`src/sv/source_lexer_token_classifier_macros.svh`:
```
// Assertion macros for the source lexer token classifier.
// Depends on nothing; the including module must provide clock and reset.
`ifndef SOURCE_LEXER_TOKEN_CLASSIFIER_MACROS_SVH
`define SOURCE_LEXER_TOKEN_CLASSIFIER_MACROS_SVH

// Same-cycle implication, checked on every rising edge outside reset.
`define SLC_ASSERT_IMP(lbl, ante, cons, msg) \
   lbl: assert property (@(posedge clock) disable iff (reset) (ante) |-> (cons)) \
      else $error(msg);

// Condition that must hold on every rising edge outside reset.
`define SLC_ASSERT_ALWAYS(lbl, cond, msg) \
   lbl: assert property (@(posedge clock) disable iff (reset) (cond)) \
      else $error(msg);

`endif

```
`src/sv/slc_pkg.sv`:
```
// Shared types, constants and lookup functions for the source lexer.
// No dependencies; imported by every module of the block.
`default_nettype none

package slc_pkg;

   localparam int COLUMN_BITS = 16;
   localparam int LINE_BITS   = 32;
   localparam int KIND_BITS   = 4;

   localparam int CSR_ADDR_BITS = 3;
   localparam int CSR_DATA_BITS = 32;
   localparam logic [0:0] REG_START_LINE = 1'b0;

   localparam int RSP_PAYLOAD_BITS = KIND_BITS + LINE_BITS + 2 * COLUMN_BITS;
   localparam int RSP_DATA_BITS    = ((RSP_PAYLOAD_BITS + 7) / 8) * 8;

   localparam int FIFO_DEPTH     = 4;
   localparam int FIFO_PTR_BITS  = $clog2(FIFO_DEPTH);
   localparam int FIFO_LVL_BITS  = $clog2(FIFO_DEPTH + 1);

   localparam logic [COLUMN_BITS-1:0] COL_MAX  = '1;
   localparam logic [LINE_BITS-1:0]   LINE_MAX = '1;

   localparam logic CLASS_NAME   = 1'b0;
   localparam logic CLASS_NUMBER = 1'b1;

   localparam logic [7:0] CH_NEWLINE    = 8'h0a;
   localparam logic [7:0] CH_LBRACE     = 8'h7b;
   localparam logic [7:0] CH_RBRACE     = 8'h7d;
   localparam logic [7:0] CH_LPAREN     = 8'h28;
   localparam logic [7:0] CH_RPAREN     = 8'h29;
   localparam logic [7:0] CH_POINT      = 8'h2e;
   localparam logic [7:0] CH_COLON      = 8'h3a;
   localparam logic [7:0] CH_SEMICOLON  = 8'h3b;
   localparam logic [7:0] CH_COMMA      = 8'h2c;
   localparam logic [7:0] CH_EQUAL      = 8'h3d;
   localparam logic [7:0] CH_UNDERSCORE = 8'h5f;
   localparam logic [7:0] CH_LOWER_A    = 8'h61;
   localparam logic [7:0] CH_LOWER_Z    = 8'h7a;
   localparam logic [7:0] CH_UPPER_A    = 8'h41;
   localparam logic [7:0] CH_UPPER_Z    = 8'h5a;
   localparam logic [7:0] CH_DIGIT_0    = 8'h30;
   localparam logic [7:0] CH_DIGIT_9    = 8'h39;
   localparam logic [7:0] CH_F          = 8'h66;
   localparam logic [7:0] CH_N          = 8'h6e;
   localparam logic [7:0] CH_T          = 8'h74;
   localparam logic [7:0] CH_Y          = 8'h79;
   localparam logic [7:0] CH_P          = 8'h70;
   localparam logic [7:0] CH_E          = 8'h65;

   typedef enum logic [KIND_BITS-1:0] {
      KIND_NAME      = 4'd0,
      KIND_LBRACE    = 4'd1,
      KIND_RBRACE    = 4'd2,
      KIND_LBRACKET  = 4'd3,
      KIND_RBRACKET  = 4'd4,
      KIND_POINT     = 4'd5,
      KIND_COLON     = 4'd6,
      KIND_SEMICOLON = 4'd7,
      KIND_COMMA     = 4'd8,
      KIND_NUMBER    = 4'd9,
      KIND_EQUAL     = 4'd10,
      KIND_FN        = 4'd11,
      KIND_TYPE      = 4'd12
   } kind_type;

   // Keyword prefix matched so far within a pending name.
   typedef enum logic [2:0] {
      KW_NONE = 3'd0,
      KW_F    = 3'd1,
      KW_FN   = 3'd2,
      KW_T    = 3'd3,
      KW_TY   = 3'd4,
      KW_TYP  = 3'd5,
      KW_TYPE = 3'd6
   } kw_type;

   typedef struct packed {
      kind_type               kind;
      logic [LINE_BITS-1:0]   line;
      logic [COLUMN_BITS-1:0] column;
      logic [COLUMN_BITS-1:0] length;
      logic                   last;
   } result_type;

   // Up to two results written into the result queue by one beat.
   typedef struct packed {
      logic       valid0;
      logic       valid1;
      result_type r0;
      result_type r1;
   } push_type;

   typedef struct packed {
      logic                     room;
      logic [FIFO_LVL_BITS-1:0] level;
   } fifo_status_type;

   typedef struct packed {
      logic     hit;
      kind_type kind;
   } punct_type;

   function automatic kw_type kw_first(input logic [7:0] c);
      kw_type r;
      r = KW_NONE;
      if (c == CH_F) r = KW_F;
      else if (c == CH_T) r = KW_T;
      return r;
   endfunction

   function automatic kw_type kw_next(input kw_type p, input logic [7:0] c);
      kw_type r;
      r = KW_NONE;
      case (p)
         KW_F:    if (c == CH_N) r = KW_FN;
         KW_T:    if (c == CH_Y) r = KW_TY;
         KW_TY:   if (c == CH_P) r = KW_TYP;
         KW_TYP:  if (c == CH_E) r = KW_TYPE;
         default: r = KW_NONE;
      endcase
      return r;
   endfunction

   function automatic punct_type punct_lookup(input logic [7:0] c);
      punct_type r;
      r.hit  = 1'b1;
      r.kind = KIND_NAME;
      case (c)
         CH_LBRACE:    r.kind = KIND_LBRACE;
         CH_RBRACE:    r.kind = KIND_RBRACE;
         CH_LPAREN:    r.kind = KIND_LBRACKET;
         CH_RPAREN:    r.kind = KIND_RBRACKET;
         CH_POINT:     r.kind = KIND_POINT;
         CH_COLON:     r.kind = KIND_COLON;
         CH_SEMICOLON: r.kind = KIND_SEMICOLON;
         CH_COMMA:     r.kind = KIND_COMMA;
         CH_EQUAL:     r.kind = KIND_EQUAL;
         default:      r.hit  = 1'b0;
      endcase
      return r;
   endfunction

endpackage

`default_nettype wire

```
`src/sv/slc_core.sv`:
```
// Lexer state and per-byte token boundary logic; one byte per beat.
// Depends on slc_pkg; feeds slc_fifo with up to two results per beat.
`default_nettype none

module slc_core (
   input  logic                          clock,
   input  logic                          reset,
   input  logic                          accept,
   input  logic [7:0]                    ch,
   input  logic                          flush,
   input  logic                          line_load,
   input  logic [slc_pkg::LINE_BITS-1:0] line_value,
   output slc_pkg::push_type             push
);
   import slc_pkg::*;

   logic [LINE_BITS-1:0]   line_ff, line_in;
   logic [COLUMN_BITS-1:0] column_ff, column_in;
   logic                   active_ff, active_in;
   logic                   class_ff, class_in;
   logic [COLUMN_BITS-1:0] start_ff, start_in;
   logic [COLUMN_BITS-1:0] len_ff, len_in;
   kw_type                 kw_ff, kw_in;

   logic [COLUMN_BITS-1:0] col;
   logic                   is_name, is_digit;
   punct_type              punct;
   result_type             pend_res, punct_res;
   logic                   v0, v1;
   result_type             r0, r1;

   always_comb begin
      col      = (column_ff == COL_MAX) ? COL_MAX : column_ff + 1'b1;
      is_name  = (ch inside {[CH_LOWER_A:CH_LOWER_Z], [CH_UPPER_A:CH_UPPER_Z], CH_UNDERSCORE});
      is_digit = (ch inside {[CH_DIGIT_0:CH_DIGIT_9]});
      punct    = punct_lookup(ch);

      pend_res.line   = line_ff;
      pend_res.column = start_ff;
      pend_res.length = len_ff;
      pend_res.last   = 1'b0;
      if (class_ff == CLASS_NUMBER) pend_res.kind = KIND_NUMBER;
      else if (kw_ff == KW_FN)      pend_res.kind = KIND_FN;
      else if (kw_ff == KW_TYPE)    pend_res.kind = KIND_TYPE;
      else                          pend_res.kind = KIND_NAME;

      punct_res.kind   = punct.kind;
      punct_res.line   = line_ff;
      punct_res.column = col;
      punct_res.length = COLUMN_BITS'(1);
      punct_res.last   = 1'b0;

      line_in   = line_ff;
      column_in = column_ff;
      active_in = active_ff;
      class_in  = class_ff;
      start_in  = start_ff;
      len_in    = len_ff;
      kw_in     = kw_ff;
      v0        = 1'b0;
      v1        = 1'b0;
      r0        = pend_res;
      r1        = punct_res;

      if (accept) begin
         if (flush) begin
            v0        = active_ff;
            active_in = 1'b0;
            len_in    = '0;
            kw_in     = KW_NONE;
         end else if (active_ff && ((is_name && class_ff == CLASS_NAME) ||
                                    (is_digit && class_ff == CLASS_NUMBER))) begin
            // run continues; a saturated name can never be a keyword
            if (len_ff == COL_MAX) kw_in = KW_NONE;
            else if (is_name)      kw_in = kw_next(kw_ff, ch);
            len_in    = (len_ff == COL_MAX) ? COL_MAX : len_ff + 1'b1;
            column_in = col;
         end else begin
            v0        = active_ff;
            active_in = 1'b0;
            len_in    = '0;
            kw_in     = KW_NONE;
            if (is_name || is_digit) begin
               active_in = 1'b1;
               class_in  = is_digit ? CLASS_NUMBER : CLASS_NAME;
               start_in  = col;
               len_in    = COLUMN_BITS'(1);
               kw_in     = is_name ? kw_first(ch) : KW_NONE;
            end else if (punct.hit) begin
               if (active_ff) begin
                  v1 = 1'b1;
               end else begin
                  v0 = 1'b1;
                  r0 = punct_res;
               end
            end
            if (ch == CH_NEWLINE) begin
               line_in   = (line_ff == LINE_MAX) ? LINE_MAX : line_ff + 1'b1;
               column_in = '0;
            end else begin
               column_in = col;
            end
         end
      end

      if (line_load) line_in = line_value;

      r0.last     = v0 && !v1;
      r1.last     = v1;
      push.valid0 = v0;
      push.valid1 = v1;
      push.r0     = r0;
      push.r1     = r1;
   end

   always_ff @(posedge clock) begin
      if (reset) begin
         line_ff   <= LINE_BITS'(1);
         column_ff <= '0;
         active_ff <= 1'b0;
         class_ff  <= CLASS_NAME;
         start_ff  <= '0;
         len_ff    <= '0;
         kw_ff     <= KW_NONE;
      end else begin
         line_ff   <= line_in;
         column_ff <= column_in;
         active_ff <= active_in;
         class_ff  <= class_in;
         start_ff  <= start_in;
         len_ff    <= len_in;
         kw_ff     <= kw_in;
      end
   end

endmodule

`default_nettype wire

```
`src/sv/slc_fifo.sv`:
```
// Small result queue: takes up to two results a beat, gives one a beat.
// Depends on slc_pkg.
`default_nettype none

module slc_fifo (
   input  logic                     clock,
   input  logic                     reset,
   input  slc_pkg::push_type        push,
   input  logic                     pop,
   output logic                     out_valid,
   output slc_pkg::result_type      out_data,
   output slc_pkg::fifo_status_type status
);
   import slc_pkg::*;

   result_type               entry_ff [FIFO_DEPTH];
   logic [FIFO_PTR_BITS-1:0] wr_ff, wr_in, rd_ff, rd_in;
   logic [FIFO_LVL_BITS-1:0] level_ff, level_in;
   logic [FIFO_LVL_BITS-1:0] n_push, n_pop;
   logic [FIFO_PTR_BITS-1:0] wr_next;

   always_comb begin
      n_push   = FIFO_LVL_BITS'(push.valid0) + FIFO_LVL_BITS'(push.valid1);
      n_pop    = FIFO_LVL_BITS'(pop && out_valid);
      wr_next  = wr_ff + 1'b1;
      wr_in    = wr_ff + n_push[FIFO_PTR_BITS-1:0];
      rd_in    = rd_ff + n_pop[FIFO_PTR_BITS-1:0];
      level_in = level_ff + n_push - n_pop;
   end

   assign out_valid    = (level_ff != '0);
   assign out_data     = entry_ff[rd_ff];
   assign status.level = level_ff;
   // room for a full two-result beat, judged on the registered level
   assign status.room  = (level_ff <= FIFO_LVL_BITS'(FIFO_DEPTH - 2));

   always_ff @(posedge clock) begin
      if (push.valid0) entry_ff[wr_ff]   <= push.r0;
      if (push.valid1) entry_ff[wr_next] <= push.r1;
   end

   always_ff @(posedge clock) begin
      if (reset) begin
         wr_ff    <= '0;
         rd_ff    <= '0;
         level_ff <= '0;
      end else begin
         wr_ff    <= wr_in;
         rd_ff    <= rd_in;
         level_ff <= level_in;
      end
   end

endmodule

`default_nettype wire

```
`src/sv/source_lexer_token_classifier.sv`:
```
// Top level of the source lexer token classifier: CSR port, lexer core,
// result queue and assertions. Depends on slc_pkg, slc_core, slc_fifo.
//
// Use:
//   req channel: one source byte per beat. req_tdata[7:0] is the byte,
//     req_tuser[0] is flush (end of input: byte ignored, pending token out).
//   rsp channel: one token per beat, kind/line/column/length in rsp_tdata,
//     rsp_tlast high on the final token caused by a given input byte.
//   csr port: APB style, one register (start_line) at byte address 0.
//     Writing it also loads the running line count. Write only when idle.
// Timing:
//   A byte is classified in the cycle it is taken; its tokens sit in the
//   result queue from the next cycle, with rsp_tvalid high. Throughput is
//   one byte per cycle while the queue has room. A byte that closes a token
//   and is itself punctuation yields two beats, so a long run of such bytes
//   drains at one token per cycle if rsp_tready is high; req_tready is
//   held low while the four-entry queue lacks room for two results.
// Reset: synchronous; line count returns to 1, column and pending token
//   clear, queue empties. A stalled receiver simply fills the queue and
//   then back-pressures the byte stream; nothing is dropped.
`default_nettype none

module source_lexer_token_classifier (
   input  logic                              clock,
   input  logic                              reset,
   // byte stream: tdata [7:0] ch
   input  logic                              req_tvalid,
   output logic                              req_tready,
   input  logic [7:0]                        req_tdata,
   // tuser [0] flush
   input  logic [0:0]                        req_tuser,
   // tokens: tdata [3:0] token_kind, [35:4] line_number,
   //   [51:36] column_number, [67:52] token_length, rest zero
   output logic                              rsp_tvalid,
   input  logic                              rsp_tready,
   output logic [slc_pkg::RSP_DATA_BITS-1:0] rsp_tdata,
   output logic                              rsp_tlast,
   input  logic                              csr_psel,
   input  logic                              csr_penable,
   input  logic                              csr_pwrite,
   input  logic [slc_pkg::CSR_ADDR_BITS-1:0] csr_paddr,
   input  logic [slc_pkg::CSR_DATA_BITS-1:0] csr_pwdata,
   output logic [slc_pkg::CSR_DATA_BITS-1:0] csr_prdata,
   output logic                              csr_pready
);
   import slc_pkg::*;

`include "source_lexer_token_classifier_macros.svh"

   logic [CSR_DATA_BITS-1:0] start_line_ff;
   logic                     csr_hit;
   logic                     csr_wr;
   logic                     req_accept;
   push_type                 push;
   result_type               head;
   fifo_status_type          fstat;

   // ---- configuration register ----
   assign csr_pready = 1'b1;
   assign csr_hit    = (csr_paddr[CSR_ADDR_BITS-1:2] == REG_START_LINE);
   assign csr_wr     = csr_psel && csr_penable && csr_pwrite && csr_pready && csr_hit;
   assign csr_prdata = csr_hit ? start_line_ff : '0;

   always_ff @(posedge clock) begin
      if (reset) begin
         start_line_ff <= CSR_DATA_BITS'(1);
      end else if (csr_wr) begin
         start_line_ff <= csr_pwdata;
      end
   end

   // ---- byte intake: gated only by queue room, never by a busy state ----
   assign req_tready = fstat.room;
   assign req_accept = req_tvalid && req_tready;

   slc_core u_core (
      .clock      (clock),
      .reset      (reset),
      .accept     (req_accept),
      .ch         (req_tdata),
      .flush      (req_tuser[0]),
      .line_load  (csr_wr),
      .line_value (LINE_BITS'(csr_pwdata)),
      .push       (push)
   );

   // ---- result queue, acts as the output register ----
   slc_fifo u_fifo (
      .clock     (clock),
      .reset     (reset),
      .push      (push),
      .pop       (rsp_tready),
      .out_valid (rsp_tvalid),
      .out_data  (head),
      .status    (fstat)
   );

   assign rsp_tdata = RSP_DATA_BITS'({head.length, head.column, head.line, head.kind});
   assign rsp_tlast = head.last;

   // ---- assertions ----
   `SLC_ASSERT_IMP(a_second_needs_first, push.valid1, push.valid0, "second result without first")
   `SLC_ASSERT_IMP(a_push_only_on_beat, push.valid0 || push.valid1, req_accept, "result without input beat")
   `SLC_ASSERT_IMP(a_flush_single, req_accept && req_tuser[0], !push.valid1, "flush gave two results")
   `SLC_ASSERT_ALWAYS(a_level_bound, fstat.level <= FIFO_LVL_BITS'(FIFO_DEPTH), "result queue overrun")

endmodule

`default_nettype wire

```
`config.mk`:
```
export PLATFORM = sky130hd
export DESIGN_NAME = source_lexer_token_classifier
export DESIGN_NICKNAME = d
export VERILOG_FILES = /design/src/sv/slc_pkg.sv /design/src/sv/slc_core.sv /design/src/sv/slc_fifo.sv /design/src/sv/source_lexer_token_classifier.sv
export VERILOG_INCLUDE_DIRS = /design/src /design/src/sv
export SDC_FILE = /design/constraint.sdc
export NUM_CORES = 1
export LEC_CHECK = 0
export ABC_CLOCK_PERIOD_IN_PS = 4100
export BUFFER_PORTS_ARGS = -buffer_cell sky130_fd_sc_hd__clkbuf_2
export CORE_ASPECT_RATIO = 1.25
export CORE_UTILIZATION = 54
export CTS_CLUSTER_SIZE = 24
export DETAILED_ROUTE_END_ITERATION = 10
export GPL_TIMING_DRIVEN = 0
export MAX_ROUTING_LAYER = met4
export PLACE_DENSITY = 0.81
export SYNTH_ARGS = -nofsm -noshare
export SYNTH_HDL_FRONTEND = slang
export SYNTH_SLANG_ARGS = --single-unit
export TNS_END_PERCENT = 50
```
`constraint.sdc`:
```
create_clock -name clock -period 4.1 [get_ports clock]
set_input_delay 0.82 -clock clock [delete_from_list [all_inputs] [get_ports clock]]
set_output_delay 0.82 -clock clock [all_outputs]
set_load 0.05 [all_outputs]
```
== Word level (Yosys, flattened, before mapping) ==
Memories as Yosys holds them, arrays and structs flattened. A register that Yosys moved wholly into a read port is not among the register bits.
Index checks and enable logic that the tools add are counted.
W data, S select, Z words.

* Multiply operators: 0
* Reductions and logical operators: 25
* Order comparisons: 7
* Mux-type cells: 58
* Div/mod/pow operators: 0
* Add/sub/neg operators: 9
* Shift operators: 0
* Equality and inequality tests: 30
* Bitwise gates (word level): 4

{| class="wikitable"
|+ Operators by type and width
! operator !! count
|-
| $mux W69 || 6
|-
| $mux W32 || 7
|-
| $mux W16 || 6
|-
| $eq A8 B7 Y1 const B || 9
|-
| $eq A8 B6 Y1 const B || 7
|-
| $pmux W4 S9 || 1
|-
| $add A16 B1 Y16 const B || 2
|-
| $add A32 B1 Y32 const B || 1
|-
| $eq A16 B16 Y1 const B || 2
|-
| $eq A32 B32 Y1 const B || 1
|-
| $mux W3 || 10
|-
| $mux W1 || 21
|-
| $ge A8 B7 Y1 const B || 2
|-
| $le A8 B7 Y1 const B || 2
|-
| $logic_and A1 B1 Y1 || 12
|-
| $mux W4 || 3
|-
| $pmux W3 S4 || 1
|-
| $eq A3 B3 Y1 const B || 3
|-
| $reduce_or A9 Y1 || 1
|-
| $eq A8 B4 Y1 const B || 1
|-
| $ge A8 B6 Y1 const B || 1
|-
| $le A8 B6 Y1 const B || 1
|-
| $reduce_and A4 Y1 || 2
|-
| $eq A3 B2 Y1 const B || 2
|-
| other kinds (18) || 29
|}

* Logic and storage cells: 145
* Bits in read-only memories: 0
* Input bits: 51
* Output and inout port bits: 108
* RAM bits: 276
* Bits in latches: 0
* Register bits: 124
* Memories kept: 1

{| class="wikitable"
|+ Memory list
! name !! depth !! width !! rd ports !! clocked after Yosys merged registers in !! write ports !! line !! RTL
|-
| u_fifo.entry_ff || 4 || 69 || 1 || 1 || 2 || slc_fifo.sv:16 || <nowiki>result_type entry_ff [FIFO_DEPTH];</nowiki>
|}

== Depth between registers and ports, before layout ==
* Word-level depth: 12
* Mapped depth: 16

== Cells and area by module ==
Synthesis repeated with hierarchy kept, for this count alone.

* Cell total of the unflattened synthesis: 1661
* Area, all modules: 21217.8 um^2

{| class="wikitable"
|+ By module, submodules not included
! module !! area each (um^2) !! times used !! cells each !! seq. area each (um^2)
|-
| slc_fifo || 13623.1 || 1 || 710 || 8428.1
|-
| slc_core || 5863.1 || 1 || 768 || 1701.6
|-
| source_lexer_token_classifier || 1731.7 || 1 || 183 || 640.6
|}

== Worst setup path after synthesis ==
Ideal clock, no wire load.

* Kind: in2reg
* From: in req_tdata[0]
* To: mem u_fifo.entry_ff[3][0] in the netlist's numbering, enable pin
* Stages on the path: 6
* Library setup time: 0.435 ns
* Required time: 3.665 ns
* Arrival time: 3.867 ns
* Setup slack: -0.202 ns
* Buffers on the path: 1
* Cell sequence: or3_1 > o32a_1 > a21boi_2 > o2111ai_1 > nand3_1 > clkbuf_1

{| class="wikitable"
|+ RTL lines
! element !! line !! RTL
|-
| from (decl) || source_lexer_token_classifier.sv:29 || <nowiki>input logic [7:0] req_tdata,</nowiki>
|-
| to (decl) || slc_fifo.sv:16 ||
|}

==> impl_metrics.yaml <==
cts:
  cts-buffers-inserted: 40
  clk_pin_slew_worst_paths_ns: 0.06
  root_buffer: "clkbuf_16"
  hold_buffers: 0
  cts_sinks: 400
  cts_tree: "done"
  htreeDepth: 2
  clk-insertion-delay-late_ns: 0.55
  clock_path_buffers: 3
setup_path:
  crit_arrival_ns: 3.22
  worstPathCellList: "clkbuf_1, clkdlybuf4s15_2, clkbuf_1, mux4_2, clkbuf_2"
  critPathSlowestCell: "clkbuf_1"
  startpoint_type: "register"
  crit_type: "register to primary output"
  reg2reg_slack_ns: 0.20
  max_stage_delay_ns: 0.60
  cp.required_ns: 3.28
  path_max_fanout: 10
  crit_path_frequent_cell: "clkbuf_1"
  path_buf_inv: 4
  endpoint_kind: "primary output"
  critical-path-top-delay-family: "buffers and inverters"
placed_design:
  dp.cells: 2336
  place_congestion: 0.954
  numPortBuffers: 149
  post-dp-hpwl_mm: 38.1
grt:
  antenna_found_initial: 0
  grt_pass1_wl_mm: 84.3
  grt_max_degree: 63
  first_global_vias: 15000
  grt_usage: 0.317
  grt_remaining_overflow: 0
floorplan:
  die_area_mm2: 0.0362
  core_area_mm2: 0.0347
  die_h_um: 212
  fp.dieW_um: 170
  rows: 76
  start_util: 0.551
  io_pins: 159
routing:
  ant_nets: 0
  drt-total-wl_mm: 55.2
  first_pass_iters: 6
  vias: 15300
  vias_per_cell: 6.36
  drc_errors: 0
  drt_first_iter_violations: 1571
  routedWlPerCell_um: 22.9
synthesis:
  seq_area_frac_synth: 0.530
  netlist_area_mm2: 0.0191
  synthFlopType: "edfxtp_1"
  ys_top_cells_by_area: "edfxtp_1, dfxtp_1, mux4_2, nand2_1, and2_1"
  synth_top_area_frac: 0.333
  synth.avg_cell_area_um2: 11.2
  yosys.area.top_type: "edfxtp_1"
  synth_edf_count: 212
  yosys_warnings: 0
  ys_seq_elements: 400
  syn_inst: 1714
  yosysUniqueCellTypes: 84
  synthArstFlopShare: 0
power_and_ir_drop:
  p_leak_nw: 7.95
  total_power_w: 0.0102
  power_density_mw_per_mm2: 462
  vdd_drop_max_v: 0.000281
sta:
  finalHoldViolCount: 0
  post-route-period-util: 0.985
  drv_slew: 0
  timing.hold.ws_ns: 0.449
  maxSlewHeadroom: 0.0598
  rsz0062_at_grt: "true"
  tightest_slew_ns: 1.40
  final-setup-viol-count: 0
  worst_clock_skew_ns: 0.0101
  fin_crit_ns: 4.04
  max_freq_ghz: 0.248
layout:
  drive_above_1_share: 0.184
  final_nets: 1972
  area_growth_syn_to_layout_pct: 14.9
  filler_cell_count: 2683
  instances_no_fill: 2409
  antennaDiodeCount: 0
run:
  cap_violations: 0
run_status:
  status: "complete, no violations"
worst_hold_path:
  hp-class: "register to register"
cells in the final DEF (no fill, tap or decap), drive strengths merged, types with 27 or more instances in the layout:
master  netlist  final
buf          36     36
nor2b        47     47
o21ai        49     49
a21boi       36     36
and2        101    101
dfxtp       188    188
nand2       206    206
a21oi        77     77
mux4         69     69
clkbuf       97    307
a22o         56     56
o22ai        27     27
nand3        50     50
nor2         78     78
mux2i        53     53
edfxtp      212    212
cells in the mapped netlist, drive strengths merged, types with 5 or more instances:
| cell type | n |
|---|---|
| nor3 | 19 |
| a311oi | 12 |
| edfxtp | 212 |
| o31ai | 5 |
| o2bb2ai | 14 |
| a21o | 5 |
| o21a | 5 |
| nor2b | 47 |
| dfxtp | 188 |
| nand3 | 50 |
| mux2i | 53 |
| and4 | 19 |
| mux4 | 69 |
| a31oi | 13 |
| a21boi | 36 |
| clkbuf | 97 |
| nand3b | 5 |
| xnor2 | 9 |
| a41oi | 7 |
| a211oi | 10 |
| a22o | 56 |
| and3 | 19 |
| ha | 10 |
| nor2 | 78 |
| a22oi | 16 |
| o21ai | 49 |
| o22ai | 27 |
| a21oi | 77 |
| a31o | 16 |
| nand2b | 16 |
| inv | 19 |
| xor2 | 12 |
| nand2 | 206 |
| buf | 36 |
| nor4 | 16 |
| and2 | 101 |
| or3 | 8 |
| nand4 | 14 |
worst min-delay path, stage by stage, from the launching register on:
cell and delay, ns:
dfxtp_1 0.30, nand2_1 0.05, a21oi_1 0.05
what timing repair did:
item,in CTS,in global routing
resized for setup,8,9
buffers inserted,0,0
endpoints found under the setup margin,51,92
power by group:
| part | switching [W] | internal (W) | leakage, nW | total, W |
|---|---|---|---|---|
| sequential | 0.0000557 | 0.00424 | 3.60 | 0.00429 |
| combinational | 0.00141 | 0.000627 | 3.67 | 0.00204 |
| clock | 0.00157 | 0.00226 | 0.674 | 0.00383 |
per-layer routing:
layer / track usage / wire length (µm)
met1: 0.405 / 22100
met2: 0.507 / 26500
met3: 0.0450 / 4370
met4: 0.135 / 2180
met5: - / 0
path summary, 6_finish.rpt:
kind / from / to / depth (start not counted)
max: u_fifo.rd_ff[1]$_SDFF_PP0_ / rsp_tdata[28] / 5
min reg2reg: start_line_ff[6]$_SDFFE_PP0P_ / start_line_ff[6]$_SDFFE_PP0P_ / 2
max reg2reg: u_fifo.level_ff[0]$_SDFF_PP0_ / u_fifo.level_ff[2]$_SDFF_PP0_ / 14
min: start_line_ff[6]$_SDFFE_PP0P_ / start_line_ff[6]$_SDFFE_PP0P_ / 2
cells by family after synthesis:
logic type | after synthesis | share of synthesized area
xor+xnor | 21 | 0.00961
simple gates | 623 | 0.169
mux | 124 | 0.110
fa+ha+maj | 11 | 0.00759
buf+inv | 152 | 0.0324
other cells | 2 | 0.000393
compound gates | 381 | 0.141
flops | 400 | 0.530
stage by stage:
| stage | util | setup WS (ns) | area [µm²] | setup TNS, ns |
|---|---|---|---|---|
| 5_1_grt | 0.633 | -0.0525 | 22000 | -0.519 |
| 3_3_place_gp | 0.590 | -1.92 | 20500 | -285.40 |
| 6_report | 0.633 | 0.0626 | 22000 | 0 |
| 3_5_place_dp | 0.592 | -0.892 | 20500 | -25.79 |
| 4_1_cts | 0.632 | -0.131 | 21900 | -0.131 |
| 2_1_floorplan | - | -0.179 | 19100 | -10.87 |
state kept, by name, summed over array words and instances (netlist names), 2 cells and up:
name	cells
u_fifo.entry_ff	276
start_line_ff	32
u_core.line_ff	32
u_core.column_ff	16
u_core.len_ff	16
u_core.start_ff	16
u_core.kw_ff	3
u_fifo.level_ff	3
u_fifo.rd_ff	2
u_fifo.wr_ff	2
area by class of cell:
cell class / count / area [µm²] / share of cell area
clock buffers: 61 / 1230 / 0.0558
repair buffers: 151 / 786 / 0.0358
inverters: 19 / 71.3 / 0.00325
flip-flops and latches: 400 / 10100 / 0.461
multi-input cells: 1165 / 8450 / 0.385
plain buffers: 133 / 579 / 0.0264
clock inverters: 12 / 148 / 0.00672
well taps: 468 / 586 / 0.0266
(Power assumes the default switching activity.)
